**config.mk**
```make
export PLATFORM = sky130hd
export DESIGN_NAME = gn2o_front
export DESIGN_NICKNAME = d
export VERILOG_FILES = /design/src/rtl/gn2o_pkg.sv /design/src/rtl/gn2o_front.sv
export VERILOG_INCLUDE_DIRS = /design/src /design/src/rtl
export SDC_FILE = /design/constraint.sdc
export NUM_CORES = 1
export LEC_CHECK = 0
export BUFFER_PORTS_ARGS = -buffer_cell sky130_fd_sc_hd__buf_2
export CAP_MARGIN = 15
export CORE_UTILIZATION = 56
export CTS_CLUSTER_SIZE = 40
export DETAILED_ROUTE_END_ITERATION = 12
export GPL_ROUTABILITY_DRIVEN = 1
export HOLD_SLACK_MARGIN = 0.1
export PLACE_DENSITY = 0.84
export REMOVE_ABC_BUFFERS = 1
export SETUP_SLACK_MARGIN = 0.05
export SLEW_MARGIN = 20
export SYNTH_ARGS = -nofsm -noshare
export SYNTH_HDL_FRONTEND = slang
export SYNTH_SLANG_ARGS = --single-unit
```
**constraint.sdc**
```tcl
create_clock -name clk -period 8.7 [get_ports clk]
set_input_delay 0 -clock clk [delete_from_list [all_inputs] [get_ports clk]]
set_output_delay 0 -clock clk [all_outputs]
set_load 0.05 [all_outputs]
```
**src/rtl/gradient_noise_2d_octaves_macros.svh**
```systemverilog
// ----------------------------------------------------------------------------
// gradient_noise_2d_octaves_macros
// Assertion macros shared by the noise block.
// ----------------------------------------------------------------------------
`ifndef GRADIENT_NOISE_2D_OCTAVES_MACROS_SVH
`define GRADIENT_NOISE_2D_OCTAVES_MACROS_SVH

// Check that a condition implies another in the same cycle.
`define GN2O_ASSERT_SAME(lbl, clk, rst_n, ante, cons, msg) \
	lbl: assert property (@(posedge clk) disable iff (!rst_n) (ante) |-> (cons)) else $error(msg);

// Check that a condition implies another in the next cycle.
`define GN2O_ASSERT_NEXT(lbl, clk, rst_n, ante, cons, msg) \
	lbl: assert property (@(posedge clk) disable iff (!rst_n) (ante) |=> (cons)) else $error(msg);

`endif

```
**src/rtl/gn2o_pkg.sv**
```systemverilog
// ----------------------------------------------------------------------------
// gn2o_pkg
// Types, constants and arithmetic helpers of the fractal gradient noise block.
// ----------------------------------------------------------------------------
package gn2o_pkg;

	localparam int TABLE_SIZE  = 256;
	localparam int IDX_W       = $clog2(TABLE_SIZE);
	localparam int FRAC_BITS   = 16;
	localparam int MAX_OCTAVES = 8;
	localparam int OCT_W       = $clog2(MAX_OCTAVES);
	localparam int COORD_W     = 24;
	localparam int OUT_W       = 19;
	localparam int CFG_W       = 4;
	localparam int QUEUE_DEPTH = 2;

	localparam logic [CFG_W-1:0] OCT_RESET = 4'd4;
	localparam logic             KIND_LOAD = 1'b0;
	localparam logic             KIND_EVAL = 1'b1;

	// One queued item
	typedef struct packed {
		logic               kind;
		logic [IDX_W-1:0]   table_index;
		logic [IDX_W-1:0]   table_value;
		logic [COORD_W-1:0] x_coord;
		logic [COORD_W-1:0] y_coord;
	} item_t;

	// Queue head as seen by the back end
	typedef struct packed {
		logic  valid;
		item_t item;
	} queue_head_t;

	// Gradient dot product for one corner, gradient chosen by two hash bits
	function automatic logic signed [18:0] corner_dot(input logic [1:0] h,
		input logic signed [17:0] dx, input logic signed [17:0] dy);
		logic signed [18:0] ex;
		logic signed [18:0] ey;
		logic signed [18:0] r;
		ex = 19'(dx);
		ey = 19'(dy);
		unique case (h)
			2'd0: r = ex + ey;
			2'd1: r = ey - ex;
			2'd2: r = ex - ey;
			default: r = -ex - ey;
		endcase
		return r;
	endfunction

	// a + floor((b - a) * w / ONE)
	function automatic logic signed [19:0] lerp_fx(input logic signed [19:0] a,
		input logic signed [19:0] b, input logic [16:0] w);
		logic signed [20:0] diff;
		logic signed [38:0] prod;
		logic signed [38:0] shr;
		diff = 21'(b) - 21'(a);
		prod = 39'(diff) * 39'($signed({1'b0, w}));
		shr  = prod >>> FRAC_BITS;
		return a + shr[19:0];
	endfunction

endpackage

```
**src/rtl/gn2o_front.sv**
```systemverilog
// ----------------------------------------------------------------------------
// gn2o_front
// Accepts input items and holds them in a short queue for the back end.
// ----------------------------------------------------------------------------
`include "gradient_noise_2d_octaves_macros.svh"

module gn2o_front (
	input  logic                 clk,
	input  logic                 arst_n,
	input  logic                 in_valid,
	output logic                 in_stall,
	input  gn2o_pkg::item_t      in_item,
	output gn2o_pkg::queue_head_t head,
	input  logic                 pop
);

	gn2o_pkg::item_t slot_q [gn2o_pkg::QUEUE_DEPTH];
	logic            wr_ptr_q;
	logic            rd_ptr_q;
	logic [1:0]      count_q;
	logic            push;

	assign in_stall  = (count_q == 2'(gn2o_pkg::QUEUE_DEPTH));
	assign push      = in_valid && !in_stall;
	assign head.valid = (count_q != 2'd0);
	assign head.item  = slot_q[rd_ptr_q];

	// Store an accepted item
	always_ff @(posedge clk) begin
		if (push) begin
			slot_q[wr_ptr_q] <= in_item;
		end
	end

	// Advance pointers and count
	always_ff @(posedge clk or negedge arst_n) begin
		if (!arst_n) begin
			wr_ptr_q <= 1'b0;
			rd_ptr_q <= 1'b0;
			count_q  <= 2'd0;
		end else begin
			if (push) begin
				wr_ptr_q <= !wr_ptr_q;
			end
			if (pop) begin
				rd_ptr_q <= !rd_ptr_q;
			end
			count_q <= count_q + 2'(push) - 2'(pop);
		end
	end

	`GN2O_ASSERT_SAME(a_no_pop_empty, clk, arst_n, pop, count_q != 2'd0, "pop from empty queue")
	`GN2O_ASSERT_SAME(a_count_bound, clk, arst_n, 1'b1, count_q <= 2'd2, "queue count overflow")

endmodule

```
# Word level (Yosys, flattened, before mapping)

Memory sizes are Yosys's and may differ from the RTL's.
Cells that the tools add are included.

Input bits: 69
RAM bits: 130
Output and inout port bits: 67
Bits in registers: 4
Memories kept: 1
Word-level logic and storage cells: 14

$add $sub $neg: 2
Equal/unequal tests: 1
Reduce and logical (&&, ||, !) cells: 5
Muxes and demuxes: 2

Memories:

| memory | depth | width | read ports | clocked after memory_dff | write ports | RTL line         | source |
|---|---|---|---|---|---|---|---|
| slot_q | 2     | 65    | 1          | 0                        | 1           | gn2o_front.sv:17 | `gn2o_pkg::item_t slot_q [gn2o_pkg::QUEUE_DEPTH];` |

Operator list:

| cell                 | count |
|---|---|
| $logic_not A1 Y1     | 3 |
| $add A2 B1 Y2        | 1 |
| $eq A2 B2 Y1 const B | 1 |
| $mux W1              | 2 |
| $reduce_bool A2 Y1   | 1 |
| $sub A2 B1 Y2        | 1 |
| $logic_and A1 B1 Y1  | 1 |

# Logic depth before layout (Yosys ltp)

Depth after elaboration: 5
Gate-level depth with buffers: 7
Depth with buffers taken out: 7

# Worst setup path after synthesis

OpenSTA, ideal clock, no wires.

Kind: reg2reg
Start: register count_q[1]
End: memory slot_q[0][0] in the netlist's numbering (enable)
Path buffers: 0
Cell stages (with the launch flop): 4
Path slack: 4.906 ns
Data arrival time: 3.306 ns
Required time: 8.212 ns
Cells stage by stage: dfrtp_1 nand2b_1 nand2_1 nor2_1

Word-level cells in the longest chain between the ends: 5

RTL lines:

| what                          | RTL line         | source |
|---|---|---|
| start, declared               | gn2o_front.sv:20 | `logic [1:0] count_q;` |
| start signal, assigned        | gn2o_front.sv:48 | `count_q <= count_q + 2'(push) - 2'(pop);` |
| $eq A2 B2 Y1                  | gn2o_front.sv:23 | `assign in_stall = (count_q == 2'(gn2o_pkg::QUEUE_DEPTH));` |
| $logic_not A1 Y1              | gn2o_front.sv:24 | `assign push = in_valid && !in_stall;` |
| $logic_and A1 B1 Y1           | gn2o_front.sv:24 |  |
| $mux W1                       | gn2o_front.sv:30 | `if (push) begin` |
| $mux W1 (implied by the code) | gn2o_front.sv:31 | `slot_q[wr_ptr_q] <= in_item;` |
| end, declared                 | gn2o_front.sv:17 |  |

Every way passes these cells.

# Worst setup path after layout

Start: register count_q[1]
End: memory slot_q[0][7] in the netlist's numbering (enable)

The elaborated chain is that of the path after synthesis.

==> out/qor.yml <==
required_ns: 8.84
p_total_mw: 2.80
synth.avg_cell_area_um2: 23.0
critPathLaunchType: "flip-flop"
synth_cells: 219
switching_share: 0.384
area_growth_pct: 41.4
ys_seq_elements: 134
ant_nets: 0
dieHeight_um: 96.9
pwr-share-clk: 0.267
synth_cell_types: 15
initial_utilization: 0.579
finish.utilization: 0.818
cp_slowest_cell: "nor2_4"
die_w_um: 96.9
share_seq_of_total_power: 0.358
grt.overflow.total: 0
finish.net_count: 508
synthesis.area_um2: 5050
post-route-period-util: 0.274
num_vias: 2764
dpl.hpwl_um: 5260
skew_ns: 0.0123
finalSetupViolations: 0
yosys_warnings: 0
cts_made_buffers: 17
first_global_vias: 3080
cts_max_level: 4
outcome: "finished, final reports clean"
insertion_delay_ns: 0.51
vdd_drop_max_v: 0.000281
wl_per_cell_um: 17.9
cts_resized: 0
dieArea_um2: 9390
grt.total_usage: 0.224
drive_above_1_share: 0.522
period_needed_ns: 2.38
clk_pin_slew_ns: 0.06
maxSlewHeadroom: 0.273
max_slew.worst_pin.slew_ns: 1.09
antenna_found_initial: 0
place.gp.congestion: 0.650
slew_violations: 0
cts-root-buf: "clkbuf_8"
p_switching_mw: 1.08
power_frac_comb: 0.375
tritoncts: "yes"
fmax_mhz: 420
critical_path_class: "flip-flop to flip-flop"
drv_cap: 0
cp.arrival_ns: 2.52
final.setup.tns_ns: 0
wl_um: 9970
drt-initial-drc-count: 123
p_leak_nw: 2.87
endpoint_kind: "flip-flop"
ys_seq_area_frac: 0.793
antenna_cells: 0
final_hold_viol_count: 0
grt_pass1_wl_um: 15700
crit_family: "simple AND/OR/NAND/NOR gates"
first_pass_iters: 4
crit_path_max_incr_delay_ns: 0.71
ios: 136
crit_path_cell_trace: "nand2b_1 -> nand2_1 -> nor2_4 -> buf_4"
rsz0062_at_grt: "no"
cts.sinks: 134
rows: 34
coreArea_um2: 8720
cp_max_fo: 36
p_per_area_nw_per_um2: 392
clk_path_buf_depth: 2
p_int_mw: 1.72
min_path_type: "primary input to flip-flop"
port_buffers: 135
critPathBufInv: 1
vias_per_cell: 4.95
route.detailed.drc: 0
grt_max_degree: 67
placed cells by master, fill, tap and decap left out, drive strengths merged:
cell type,instances
xnor2,3
or2,1
xor2,1
ha,2
bufinv,5
mux2,65
dfrtp,4
edfxtp,130
buf,137
clkbuf,18
dlygate4sd3,69
nor2,1
nand2,1
clkinv,7
nand2b,1
and3,1
clkinvlp,1
inv,3
power groups by stage:
stage,combinational (mW),clock [mW],sequential [mW]
3_3_place_gp,1.01,0,1.00
3_5_place_dp,1.02,0,1.01
5_1_grt,1.09,0.785,1.02
4_1_cts,1.05,0.756,1.00
2_1_floorplan,0.846,0,0.987
6_report,1.05,0.747,1.00
sequential cells by signal (all words and copies together) (netlist names):
signal	cells
count_q	2
slot_q	130
wr_ptr_q	1
rd_ptr_q	1
logic make-up after synthesis:
logic type / share of synthesized area
buffers and inverters: 0.0146
muxes: 0.175
xor gates and xnor gates: 0.00694
DFF: 0.793
and+or+nand+nor: 0.00521
adders and majority gates: 0.00496
worst register-to-register path, stage by stage (launching register included):
cell and delay, ns:
dfrtp_1 0.43, nand2b_1 0.14, nand2_1 0.15, nor2_4 0.71, buf_4 0.58
layout make-up:
type / instances / area [µm²]
flip-flops and latches: 134 / 4010
clock buffers: 18 / 418
clock inverters: 14 / 206
inverters: 2 / 7.51
multi-input cells: 76 / 977
well taps: 108 / 135
fillers: 423 / 1590
repair buffers: 206 / 1380
per-stage QoR:
step           cell area [µm²]  setup slack, ns  hold slack [ns]  instances
2_1_floorplan             4980             4.91           -0.296        212
3_5_place_dp              5820             6.33           -0.188        457
3_3_place_gp              5820             6.41           -0.192        457
4_1_cts                   7130             6.32            0.189        558
6_report                  7130             6.32            0.215        558
5_1_grt                   7130             6.14            0.199        558
metal layers:
metal  track usage  vias to the layer above  share of wire
li1              -                     1301              -
met1         0.263                     1347           0.40
met2         0.386                      106           0.54
met3        0.0621                       10          0.050
met4        0.0930                        0          0.011
met5             0                        -              0
cell usage after synthesis (all sizes together):
cell type,instances,share of area
xnor2,3,0.0052
inv,2,0.0015
and3,1,0.0012
ha,2,0.0050
nor2,1,0.00074
mux2,65,0.17
xor2,1,0.0017
or2,1,0.0012
dfrtp,4,0.020
buf,7,0.013
nand2,1,0.00074
nand2b,1,0.0012
edfxtp,130,0.77
repair_timing:
action | in CTS | in global routing
endpoints found under the setup margin | 0 | 0
hold endpoints to repair | 138 | 0
hold buffers | 69 | 0
buffers inserted | 0 | 0
path summary, 6_finish.rpt:
| check | startpoint | end | slack [ns] | depth (start not counted) |
|---|---|---|---|---|
| max | count_q[1]$_DFF_PN0_ | slot_q[0][7]$_DFFE_PP_ | 6.32 | 4 |
| min | in_item[18] | slot_q[0][18]$_DFFE_PP_ | 0.22 | 2 |
| max reg2reg | count_q[1]$_DFF_PN0_ | slot_q[0][7]$_DFFE_PP_ | 6.32 | 4 |
| min reg2reg | wr_ptr_q$_DFFE_PN0P_ | wr_ptr_q$_DFFE_PN0P_ | 0.55 | 1 |
| max in group asynchronous | arst_n | rd_ptr_q$_DFFE_PN0P_ | 8.08 | 3 |
| min in group asynchronous | arst_n | wr_ptr_q$_DFFE_PN0P_ | 0.40 | 3 |
Note: power is estimated with default switching activity, not from simulation.
